[src/rtl/pslh_pkg.sv]
package pslh_pkg;

   // Defaults for the top-level parameters.
   localparam int unsigned MAX_POINTS_DEF   = 4096;
   localparam int unsigned CORDIC_STEPS_DEF = 16;

   // Field widths of the point and result beats.
   localparam int unsigned COORD_W = 24;
   localparam int unsigned IDX_W   = 12;
   localparam int unsigned LEN_W   = 25;
   localparam int unsigned HEAD_W  = 15;
   localparam int unsigned SUM_W   = 37;

   // Datapath widths. A coordinate difference needs one bit more than a
   // coordinate; the sum of two squared differences stays below 2^49.
   localparam int unsigned DIFF_W = COORD_W + 1;
   localparam int unsigned SQ_W   = 2 * COORD_W;
   localparam int unsigned RAD_W  = 50;
   localparam int unsigned CRD_W  = 36;
   localparam int unsigned ANG_W  = 28;

   // One square-root bit is settled per cell, so the row has one cell per
   // root bit; this also covers the longest CORDIC pass of 24 iterations.
   localparam int unsigned SQRT_STEPS = 25;
   localparam int unsigned NUM_CELLS  = SQRT_STEPS;

   // Results that may be outstanding between issue and the result port.
   localparam int unsigned QUEUE_DEPTH = 4;

   // Angles: pi in Q.24 radians and in Q3.12 radians.
   localparam logic signed [ANG_W-1:0] PI_Q24 = 28'sd52707179;
   localparam logic signed [ANG_W-1:0] PI_Q12 = 28'sd12868;

   typedef enum logic {
      ST_ACCEPT,
      ST_CLOSE
   } state_type;

   // Bookkeeping that travels with a segment through the pipeline.
   typedef struct packed {
      logic [IDX_W-1:0] idx;
      logic             last;
      logic             fresh;
      logic             zero;
   } tag_type;

   // Working values of the square root and of the CORDIC vectoring pass.
   typedef struct packed {
      logic [RAD_W-1:0]        rem;
      logic [RAD_W-1:0]        root;
      logic signed [CRD_W-1:0] x;
      logic signed [CRD_W-1:0] y;
      logic signed [ANG_W-1:0] z;
   } cell_data_type;

   typedef struct packed {
      logic [IDX_W-1:0]         idx;
      logic [LEN_W-1:0]         len;
      logic signed [HEAD_W-1:0] heading;
      logic [SUM_W-1:0]         total;
      logic                     last;
   } result_type;

   // Arctangent of 2^-step in Q.24 radians, rounded to nearest.
   function automatic logic signed [ANG_W-1:0] atan_entry(input int unsigned step);
      logic signed [ANG_W-1:0] val;
      case (step)
         0:  val = 28'sd13176795;
         1:  val = 28'sd7778716;
         2:  val = 28'sd4110060;
         3:  val = 28'sd2086331;
         4:  val = 28'sd1047214;
         5:  val = 28'sd524117;
         6:  val = 28'sd262123;
         7:  val = 28'sd131069;
         8:  val = 28'sd65536;
         9:  val = 28'sd32768;
         10: val = 28'sd16384;
         11: val = 28'sd8192;
         12: val = 28'sd4096;
         13: val = 28'sd2048;
         14: val = 28'sd1024;
         15: val = 28'sd512;
         16: val = 28'sd256;
         17: val = 28'sd128;
         18: val = 28'sd64;
         19: val = 28'sd32;
         20: val = 28'sd16;
         21: val = 28'sd8;
         22: val = 28'sd4;
         23: val = 28'sd2;
         default: val = '0;
      endcase
      return val;
   endfunction

endpackage

[src/rtl/pslh_finish.sv]
module pslh_finish (
   input  logic                      clock,
   input  logic                      reset,
   input  logic                      in_valid,
   input  pslh_pkg::tag_type         in_tag,
   input  pslh_pkg::cell_data_type   in_data,
   output logic                      out_valid,
   output pslh_pkg::result_type      out_result
);
   localparam int unsigned LEN_W  = pslh_pkg::LEN_W;
   localparam int unsigned HEAD_W = pslh_pkg::HEAD_W;
   localparam int unsigned SUM_W  = pslh_pkg::SUM_W;
   localparam int unsigned ANG_W  = pslh_pkg::ANG_W;
   localparam logic signed [ANG_W-1:0] HALF_LSB = 28'sd2048;
   localparam logic signed [ANG_W-1:0] HEAD_MAX = pslh_pkg::PI_Q12;
   localparam logic signed [ANG_W-1:0] HEAD_MIN = -pslh_pkg::PI_Q12;

   logic                     round_up;
   logic [LEN_W-1:0]         len_in;
   logic signed [ANG_W-1:0]  z_round;
   logic signed [ANG_W-1:0]  z_q12;
   logic signed [ANG_W-1:0]  z_clamp;
   logic [SUM_W-1:0]         sum_base;
   logic [SUM_W:0]           sum_wide;
   logic [SUM_W-1:0]         sum_ff;
   logic [SUM_W-1:0]         sum_in;
   logic                     valid_ff;
   pslh_pkg::result_type     result_ff;
   pslh_pkg::result_type     result_in;

   // Round the root to nearest: the remainder exceeds the root past a half.
   always_comb begin
      round_up = (in_data.rem > in_data.root);
      len_in   = in_data.root[LEN_W-1:0] + {{(LEN_W-1){1'b0}}, round_up};
   end

   // Angle from Q.24 to Q3.12 with rounding, clamped to plus or minus pi.
   always_comb begin
      z_round = in_data.z + HALF_LSB;
      z_q12   = z_round >>> 12;
      if (z_q12 > HEAD_MAX) begin
         z_clamp = HEAD_MAX;
      end else if (z_q12 < HEAD_MIN) begin
         z_clamp = HEAD_MIN;
      end else begin
         z_clamp = z_q12;
      end
   end

   // Running curve length; the first segment of a curve starts it over.
   always_comb begin
      sum_base = in_tag.fresh ? '0 : sum_ff;
      sum_wide = {1'b0, sum_base} + {{(SUM_W+1-LEN_W){1'b0}}, len_in};
      sum_in   = sum_wide[SUM_W] ? '1 : sum_wide[SUM_W-1:0];
   end

   always_comb begin
      result_in.idx     = in_tag.idx;
      result_in.len     = len_in;
      result_in.heading = in_tag.zero ? '0 : z_clamp[HEAD_W-1:0];
      result_in.total   = sum_in;
      result_in.last    = in_tag.last;
   end

   always_ff @(posedge clock) begin
      if (reset) begin
         valid_ff <= 1'b0;
         sum_ff   <= '0;
      end else begin
         valid_ff <= in_valid;
         if (in_valid) begin
            sum_ff <= sum_in;
         end
      end
   end

   always_ff @(posedge clock) begin
      result_ff <= result_in;
   end

   assign out_valid  = valid_ff;
   assign out_result = result_ff;

endmodule

[config.mk]
export PLATFORM = sky130hd
export DESIGN_NAME = pslh_finish
export DESIGN_NICKNAME = d
export VERILOG_FILES = /design/src/rtl/pslh_pkg.sv /design/src/rtl/pslh_finish.sv
export SDC_FILE = /design/constraint.sdc
export NUM_CORES = 1
export LEC_CHECK = 0
export BUFFER_PORTS_ARGS = -buffer_cell sky130_fd_sc_hd__buf_2
export CORE_ASPECT_RATIO = 0.5
export CORE_MARGIN = 3
export CORE_UTILIZATION = 50
export DETAILED_ROUTE_END_ITERATION = 8
export MAX_ROUTING_LAYER = met4
export PLACE_DENSITY = 0.79
export SETUP_SLACK_MARGIN = 0.05
export SYNTH_ARGS = -nofsm -noshare
export SYNTH_HDL_FRONTEND = slang
export SYNTH_SLANG_ARGS = --single-unit
[constraint.sdc]
create_clock -name clock -period 7.9 [get_ports clock]
set_input_delay 1.58 -clock clock [delete_from_list [all_inputs] [get_ports clock]]
set_output_delay 1.58 -clock clock [all_outputs]
set_load 0.02 [all_outputs]
**Word-level counts from Yosys, hierarchy flattened**

Cells that the tools add are included.

- Register bits after elaboration: 128
- Input port bits: 218
- Output and inout bits: 91

- Add/subtract/negate cells: 3
- Reductions and logical operators: 2
- Mux-type cells: 4
- Magnitude comparators: 3

Operators by type and width:

| kind | number |
|---|---|
| 37-bit two-way mux | 2 |
| 50-bit greater-than comparator | 1 |
| 37-bit by 25-bit adder with 38-bit output | 1 |
| 28-bit by 13-bit adder with 28-bit output (second input constant) | 1 |
| 25-bit by 1-bit adder with 25-bit output | 1 |
| 16-bit by 15-bit greater-than comparator with 1-bit output (second input constant) | 1 |
| 16-bit by 15-bit < comparator with 1-bit output (second input constant) | 1 |
| 15-bit two-way mux | 1 |
| 14-bit two-way mux | 1 |
| 3-bit OR reduction | 1 |
| 2-bit OR reduction | 1 |

**Depth between registers and ports, before layout**

Gate-level depths: netlist of run 1.

- Depth in word-level cells: 4
- Depth in mapped cells: 30
- Gate-level depth less buffers: 28

**Worst setup path before layout of run 1**

No wires, ideal clock.

- Kind: input port to flip-flop
- Start point: input in_data[107] (netlist name)
- End point: register sum_ff[34]
- Data required time: 7759 ps
- Stages: 29
- Arrival time: 6390 ps
- Setup slack: 1369 ps
- Cells stage by stage: inv_1 ha_1 a21o_1 a21o_1 a21oi_1 or2_2 a311oi_1 o21ai_0 a21oi_1 ha_1 ha_1 nand3_1 nor2_1 and2_1 nor2b_1 and4_1 nand2_1 xnor2_1 ha_1 buf_2 a21oi_1 o21ai_1 a211oi_1 a2bb2oi_2 nand2_2 and2_2 buf_6 nor2_4 a311oi_1

- Word-level cells in the longest chain between the ends: 4

RTL lines:

| item | RTL line | text |
|---|---|---|
| start: declaration | pslh_finish.sv:6 | `input pslh_pkg::cell_data_type in_data,` |
| 50-bit greater-than comparator | pslh_finish.sv:33 | `round_up = (in_data.rem > in_data.root);` |
| 25-bit by 1-bit adder with 25-bit output (*) | pslh_finish.sv:34 | `len_in = in_data.root[LEN_W-1:0] + {{(LEN_W-1){1'b0}}, round_up};` |
| via len_in[20] | pslh_finish.sv:19 | `logic [LEN_W-1:0] len_in;` |
| 37-bit by 25-bit adder with 38-bit output (*) | pslh_finish.sv:53 | `sum_wide = {1'b0, sum_base} + {{(SUM_W+1-LEN_W){1'b0}}, len_in};` |
| 37-bit two-way mux (*) | pslh_finish.sv:54 | `sum_in = sum_wide[SUM_W] ? '1 : sum_wide[SUM_W-1:0];` |
| end signal: assignment | pslh_finish.sv:72 | `sum_ff <= sum_in;` |
| end: declaration | pslh_finish.sv:25 | `logic [SUM_W-1:0] sum_ff;` |

Mark *: on every way through the listed nets, which the timed path passes. The rest lies on a longest branch.
A chain may end at the register's enable or synchronous reset.

**Worst setup path in the final report of run 1**

- Start point: input in_data[107] (netlist name)
- End point: register sum_ff[26]

Same word-level chain as after synthesis.

==> results.cfg, run 1 <==
[cts]
cts_hold_buf = 0
cts-resized-gates = 0
cts_made_buffers = 17
cts_tree = done
clkSinkCount = 128
cts_setup_buffers = 0
cts_buffer_depth = 2
worst_skew_pair.late_latency_ps = 420
cts_max_level = 4
cts_root_buffer = clkbuf_16
path_clk_slew_ps = 60

[logic_synthesis]
synth.area.top_cells = dfxtp_1, ha_1, xnor2_1
synth_nets = 1229
avgSynthCellArea_sq_um = 8.50
synth_top_cell_by_area = dfxtp_1
yosysTopAreaCellShare = 0.324
synth_flop_cell = dfxtp_1
synth_sequential_area_ratio = 0.324
synth_edf_count = 0
syn_inst = 931
ys_async_sr_fraction = 0
yosys_warnings = 0
synth.distinct_cells = 83
ys_seq_elements = 128
syn_area_sq_um = 7920

[critical_path]
critPathKind = in2reg
worstPathArrival_ps = 7490
rrSetupSlack_ps = 4890
regToRegStartpoint = sum_ff[0]$_SDFFE_PP0P_
cp_data_required_time_ps = 8150
path_max_fanout = 13
reg2reg_to = sum_ff[14]$_SDFFE_PP0P_
ff2ff_path_depth = 11
cp-start-kind = input port
cp-end-kind = flop

[finish]
final_common_cell = buf_2
mostFrequentLayoutCells = buf_2, dfxtp_1, ha_1, nand2_1, nor2_1
multiInputGateArea_sq_um = 4930
area_delta_synth_final_pct = 22.8
fin_util = 0.650
fin_area_sq_um = 9720
nets = 1438
fillers = 1249
drive_gt1_frac = 0.260
seqCellArea_sq_um = 2560

[sta]
setup_ws_ps = 656
post-route-period-util = 0.917
finalHoldViolCount = 0
slew_viol_final = 0
clock_skew_ps = 10.7
fmax_mhz = 138
final.setup.tns_ps = 0
worst_pin_slew_ps = 902
fin_crit_ps = 7240
rsz0062_at_grt = no
max_slew_margin = 0.398
setup_viol_count_final = 0

[grt]
gr-total-overflow = 0
grt_first_pass_wirelength_mm = 35.6
antenna_found_initial = 1
grt_max_degree = 48
grt_pass1_vias = 7551
gr-usage-all-layers = 0.259

[detailed_routing]
wl_per_cell_microns = 16.5
vias = 7504
first_pass_iters = 5
drt_first_iter_violations = 465
drcViolationCount = 0
detail-route-antenna-nets = 0
wirelength_mm = 22.3
vias_per_cell = 5.55

[power]
power_mw = 1.93
p_leak_nw = 4.70
ir_drop_mv = 0.133
power_density_nw_per_um2 = 198

[worst_hold_path]
min_path_type = reg2reg
min_from = sum_ff[16]$_SDFFE_PP0P_
hold_depth = 2
hold_end = sum_ff[16]$_SDFFE_PP0P_

[die]
die_h_microns = 95.0
die_width_microns = 184
dieArea_sq_um = 17500
start_util = 0.529
ios = 309
placementRows = 31
fp.coreArea_sq_um = 15000

[placed_design]
dpl_cell_area_sq_um = 9140
portBuffers = 225
place_ws_ps = 310
routabilityCongestion = 0.941
hpwl_mm = 16.9

[outcome]
status = finished clean

[job]
cap_viol_max_count = 0
-- state kept, by name (all words and copies together) (netlist names) --
signal,count
out_result,90
out_valid,1
sum_ff,37
-- metrics by stage --
stage          instances  hold WS (ps)
4_1_cts             1351           474
6_report            1352           473
3_3_place_gp        1319           464
3_5_place_dp        1319           463
2_1_floorplan        931           449
5_1_grt             1352           495
-- routing by layer --
layer | global-route usage | share of wire
met3 | 0.0539 | 0.070
met4 | 0.0893 | 0.019
met5 | - | 0
met2 | 0.444 | 0.47
met1 | 0.306 | 0.44
-- worst max-delay path by stage --
stage               slack [ps]  depth (start not counted)                       to         start
floorplan                 1370                         29  sum_ff[34]$_SDFFE_PP0P_  in_data[107]
global placement           560                         28  sum_ff[29]$_SDFFE_PP0P_  in_data[107]
detailed placement         310                         28  sum_ff[29]$_SDFFE_PP0P_  in_data[107]
CTS                        750                         28  sum_ff[29]$_SDFFE_PP0P_  in_data[107]
global route               130                         28  sum_ff[29]$_SDFFE_PP0P_  in_data[107]
finish                     660                         28  sum_ff[26]$_SDFFE_PP0P_  in_data[107]
-- cell usage after synthesis (4+ instances only) --
| library cell | instances |
|---|---|
| dfxtp_1 | 128 |
| inv_1 | 64 |
| or2_2 | 4 |
| a31oi_1 | 11 |
| buf_4 | 4 |
| o21a_1 | 13 |
| mux2i_1 | 5 |
| a21o_1 | 33 |
| and4_1 | 8 |
| o21ai_0 | 25 |
| nor3_1 | 18 |
| clkbuf_1 | 18 |
| a311oi_1 | 10 |
| nand3_1 | 32 |
| or3_1 | 5 |
| xnor2_1 | 45 |
| buf_2 | 11 |
| or2_1 | 4 |
| ha_1 | 79 |
| a21oi_2 | 8 |
| xor2_1 | 21 |
| a21oi_1 | 53 |
| nand2b_1 | 6 |
| nand4_1 | 27 |
| nor4_1 | 6 |
| nor2_1 | 76 |
| a2111oi_0 | 4 |
| o211ai_1 | 6 |
| nand2_1 | 78 |
| a211oi_1 | 12 |
| nor2b_1 | 34 |
| and3_1 | 8 |
-- power by group --
| part | internal, mW | switching, mW | leakage, nW |
|---|---|---|---|
| sequential | 0.704 | 0.0163 | 1.07 |
| clock | 0.467 | 0.307 | 0.284 |
| combinational | 0.167 | 0.267 | 3.35 |
| total | 1.34 | 0.590 | 4.70 |
-- critical path, cell delays in order --
cell and delay (ps):
buf_2 90, inv_1 60, ha_1 300, a21o_1 110
a21o_1 100, a21oi_1 80, or2_2 280, a311oi_1 280
o21ai_0 130, a21oi_1 280, ha_1 210, ha_1 190
nand3_1 160, nor2_1 300, and2_1 200, nor2b_1 230
and4_1 270, nand4_1 120, xnor2_1 330, ha_1 350
nand4_1 170, inv_1 60, a211oi_1 410, a2bb2oi_2 240
nand2_2 170, and2_2 330, nor2_4 310, a211oi_1 140
-- area by class of cell --
class / count / share of cell area
multi-input cells: 701 / 0.507
well taps: 198 / 0.0255
repair buffers: 227 / 0.119
clock buffers: 17 / 0.0437
clock inverters: 15 / 0.0165
diodes: 1 / 0.000257
inverters: 65 / 0.0251
flip-flops and latches: 128 / 0.264
-- cells by family after synthesis --
kind of cell	Yosys count	share of synthesized area
xor+xnor	66	0.0730
compound gates	209	0.184
fa+ha+maj	80	0.127
mux	7	0.00964
simple gates	339	0.228
flops	128	0.324
buf+inv	102	0.0539
No activity file was read; power rests on OpenSTA's default activity.
==> run 2, diff against run 1 <==
REMOVE_ABC_BUFFERS = 1   (was unset)
==> results.cfg, run 2 (synthesis gave the netlist of run 1 again) <==
[outcome]
status = finished clean

[die]
dieArea_sq_um = 17500
start_util = 0.529
ios = 309
placementRows = 31
die_h_microns = 95.0
fp.coreArea_sq_um = 15000
die_width_microns = 184

[cts]
cts_setup_buffers = 0
clkSinkCount = 128
worst_skew_pair.late_latency_ps = 410
cts_hold_buf = 0
cts_max_level = 4
cts_tree = done
cts_root_buffer = clkbuf_16
path_clk_slew_ps = 60
cts-resized-gates = 0
cts_buffer_depth = 2
cts_made_buffers = 17

[worst_hold_path]
min_path_type = reg2reg
min_from = sum_ff[16]$_SDFFE_PP0P_
hold_depth = 2

[detailed_routing]
first_pass_iters = 5
drt_first_iter_violations = 491
vias = 7524
wl_per_cell_microns = 16.0
wirelength_mm = 21.7
drcViolationCount = 0
vias_per_cell = 5.56
detail-route-antenna-nets = 0

[placed_design]
routabilityCongestion = 0.928
hpwl_mm = 16.6
dpl_cell_area_sq_um = 9140
portBuffers = 225
place_inst = 1321

[finish]
stdcell_count = 1353
largest_register_ffs = 90
area_delta_synth_final_pct = 23.4
mostFrequentLayoutCells = buf_2, dfxtp_1, ha_1, nand2_1, nor2_1
diodes = 0
final_common_cell = buf_2
fin_area_sq_um = 9770
nets = 1440
drive_gt1_frac = 0.261
fin_util = 0.652

[critical_path]
cp_data_required_time_ps = 8150
cpMostUsedCell = ha_1
critPathBufInv = 3
cp-end-kind = flop
reg2reg_to = sum_ff[14]$_SDFFE_PP0P_
crit_slowest_cell = a211oi_1
critPathKind = in2reg
crit_path_max_incr_delay_ps = 420
endpoint = sum_ff[22]$_SDFFE_PP0P_
path_max_fanout = 13
critPathTopFamily = simple AND/OR/NAND/NOR gates
regToRegStartpoint = sum_ff[0]$_SDFFE_PP0P_
rrSetupSlack_ps = 4810
critical_path.startpoint = in_data[107]
path_depth = 28
worstPathArrival_ps = 7360
ff2ff_path_depth = 11
cp-start-kind = input port

[sta]
setup_viol_count_final = 0
rsz0062_at_grt = no
fmax_mhz = 141
slew_viol_final = 0
max_slew_margin = 0.378
whs_ps = 479
finalHoldViolCount = 0
post-route-period-util = 0.900
clock_skew_ps = 8.97
final.setup.tns_ps = 0
worst_pin_slew_ps = 933
fin_crit_ps = 7110

[power]
p_leak_nw = 4.73
power_density_nw_per_um2 = 204
ir_drop_mv = 0.108

[grt]
grt_pass1_vias = 7257
gr-usage-all-layers = 0.247
gr-total-overflow = 0
antenna_found_initial = 0
grt_first_pass_wirelength_mm = 34.1
grt_max_degree = 48

[job]
cap_viol_max_count = 0
==> run 2: cell count changes in the layout (fill, tap and decap cells not counted), sizes merged <==
cell,before,now
inv,68,70
bufinv,2,4
diode,1,0
buf,227,229
clkinvlp,2,1
clkinv,8,5
==> run 2: final cells by class <==
class | instances | area (sq um)
fill | 1236 | 5200
multi-input combinational | 701 | 4930
sequential | 128 | 2560
timing repair buffer | 229 | 1160
clock buffer | 17 | 425
tap | 198 | 248
inverter | 65 | 244
clock inverter | 15 | 204
==> run 2: layer usage <==
metal  up-vias  track usage  wire, microns
met4         0       0.0685            306
met5         -            -              0
met3        33       0.0477           1530
met1      3448        0.303           9610
met2       309        0.419          10200
li1       3734            -              -
==> run 2: worst min path at each step <==
stage	end	slack, ps
after floorplan	sum_ff[15]$_SDFFE_PP0P_	450
after global placement	sum_ff[16]$_SDFFE_PP0P_	460
after detailed placement	sum_ff[15]$_SDFFE_PP0P_	460
after CTS	sum_ff[18]$_SDFFE_PP0P_	480
after global routing	sum_ff[16]$_SDFFE_PP0P_	500
final	sum_ff[16]$_SDFFE_PP0P_	480
==> run 2: per-stage QoR <==
stage | setup WS, ps | power (mW)
detailed placement | 412 | 1.16
global placement | 536 | 1.15
CTS | 816 | 2.00
floorplan | 1380 | 1.00
finish | 793 | 1.99
global route | 307 | 2.08
==> run 2: worst min-delay path, stage by stage (launching register included) <==
cell	delay [ps]
dfxtp_1	310
nor2_1	80
nor3_1	50
==> run 2: power by group <==
part           switching [mW]  internal (mW)
combinational           0.265          0.167
sequential             0.0176          0.705
clock                   0.306          0.532
==> run 3, diff against run 2 <==
CORE_UTILIZATION = 25   (was 50)
PLACE_DENSITY = unset   (was 0.79)
==> results.cfg, run 3 (synthesis gave the netlist of run 1 again) <==
[sta]
final.setup.tns_ps = 0
rsz0062_at_grt = no
post-route-period-util = 0.902
fmax_mhz = 140
worst_pin_slew_ps = 921
setup_viol_count_final = 0
setup_ws_ps = 775
slew_viol_final = 0
max_slew_margin = 0.385
fin_crit_ps = 7130
whs_ps = 471
finalHoldViolCount = 0
clock_skew_ps = 10.1

[die]
die_width_microns = 258
placementRows = 45
dieArea_sq_um = 34000
die_h_microns = 132
ios = 309
fp.coreArea_sq_um = 30700
start_util = 0.258

[critical_path]
cpMostUsedCell = ha_1
cp-start-kind = input port
critPathKind = in2reg
worstPathArrival_ps = 7380
cp-end-kind = flop
path_max_fanout = 13
critical_path.startpoint = in_data[107]
regToRegStartpoint = sum_ff[0]$_SDFFE_PP0P_
critPathTopFamily = simple AND/OR/NAND/NOR gates
cp_data_required_time_ps = 8160
crit_path_max_incr_delay_ps = 420
critPathBufInv = 3
crit_slowest_cell = a21oi_1

[finish]
fin_util = 0.329
mostFrequentLayoutCells = buf_2, dfxtp_1, ha_1, nand2_1, nor2_1
area_delta_synth_final_pct = 27.6
nets = 1449
largest_register_ffs = 90
final_common_cell = buf_2
drive_gt1_frac = 0.267
fillers = 3269

[cts]
cts_tree = done
cts_hold_buf = 0
cts-resized-gates = 0
clkSinkCount = 128
worst_skew_pair.late_latency_ps = 420
cts_buffer_depth = 2
cts_root_buffer = clkbuf_16
cts_setup_buffers = 0
cts_max_level = 4
path_clk_slew_ps = 60
cts_made_buffers = 17

[grt]
gr-total-overflow = 0
grt_pass1_vias = 7247
grt_first_pass_wirelength_mm = 38.2
gr-usage-all-layers = 0.143
grt_max_degree = 48
antenna_found_initial = 3

[power]
p_sw_frac = 0.307
ir_drop_mv = 0.139
netSwitchingPower_mw = 0.599
p_seq_frac = 0.370
power_mw = 1.95
p_int_mw = 1.35
combPwrFrac = 0.225
p_leak_nw = 4.76
pwr-share-clk = 0.404
power_density_nw_per_um2 = 193

[detailed_routing]
drt_first_iter_violations = 353
first_pass_iters = 5
vias_per_cell = 4.59
wirelength_mm = 23.9
vias = 7291
wl_per_cell_microns = 15.0
detail-route-antenna-nets = 0
drcViolationCount = 0

[placed_design]
portBuffers = 225
routabilityCongestion = 0.886
hpwl_mm = 18.9
place_ws_ps = 287

[worst_hold_path]
min_path_type = reg2reg
min_from = sum_ff[15]$_SDFFE_PP0P_

[job]
cap_viol_max_count = 0

[outcome]
status = finished clean
==> run 3: cell types whose count changed in the layout (fill, tap and decap cells not counted), sizes merged <==
cell	change
clkinv	+2
bufinv	-2
diode	+2
inv	-2
clkbuf	+1
clkinvlp	+1
buf	+9
==> run 3: path summary, 6_finish.rpt <==
| kind | to | slack, ps | cells after the start |
|---|---|---|---|
| hold / removal | sum_ff[15]$_SDFFE_PP0P_ | 470 | 2 |
| setup reg to reg | out_result[15]$_DFF_P_ | 4850 | 11 |
| setup / recovery | sum_ff[26]$_SDFFE_PP0P_ | 770 | 28 |
| hold reg to reg | sum_ff[15]$_SDFFE_PP0P_ | 470 | 2 |
==> run 3: power groups by stage <==
stage / clock network [mW] / registers, mW / logic, mW
2_1_floorplan: 0 / 0.793 / 0.211
3_3_place_gp: 0 / 0.737 / 0.438
3_5_place_dp: 0 / 0.737 / 0.439
4_1_cts: 0.809 / 0.724 / 0.442
5_1_grt: 0.837 / 0.729 / 0.488
6_report: 0.789 / 0.723 / 0.440
==> run 3: per-stage QoR <==
| step | area [sq um] | std cells |
|---|---|---|
| final | 10100 | 1589 |
| after global routing | 10100 | 1589 |
| after CTS | 10100 | 1587 |
| after detailed placement | 9500 | 1555 |
| after global placement | 9500 | 1555 |
| after floorplan | 7730 | 894 |
==> run 3: worst register-to-register path, delay by kind of cell (launching register included) <==
family,cells,cell delay (ps)
adder cells (fa/ha/maj),2,660
AND/OR/NAND/NOR,2,240
flip-flops,1,300
AO/OA/AOI/OAI,6,1480
XOR/XNOR,1,230
==> run 3: layer usage <==
metal,vias to the layer above,share of wire,GRT usage
li1,3759,-,-
met1,3414,0.45,0.169
met4,0,0.027,0.0522
met2,86,0.51,0.249
met5,-,0,-
met3,32,0.017,0.0200
==> run 3: layout make-up <==
type / count / area (sq um) / area share
antenna: 2 / 5.00 / 0.000496
clock buffer: 18 / 439 / 0.0435
clock inverter: 14 / 155 / 0.0154
inverter: 65 / 244 / 0.0242
multi-input combinational: 701 / 4930 / 0.488
sequential: 128 / 2560 / 0.254
tap: 423 / 529 / 0.0524
timing repair buffer: 238 / 1240 / 0.122
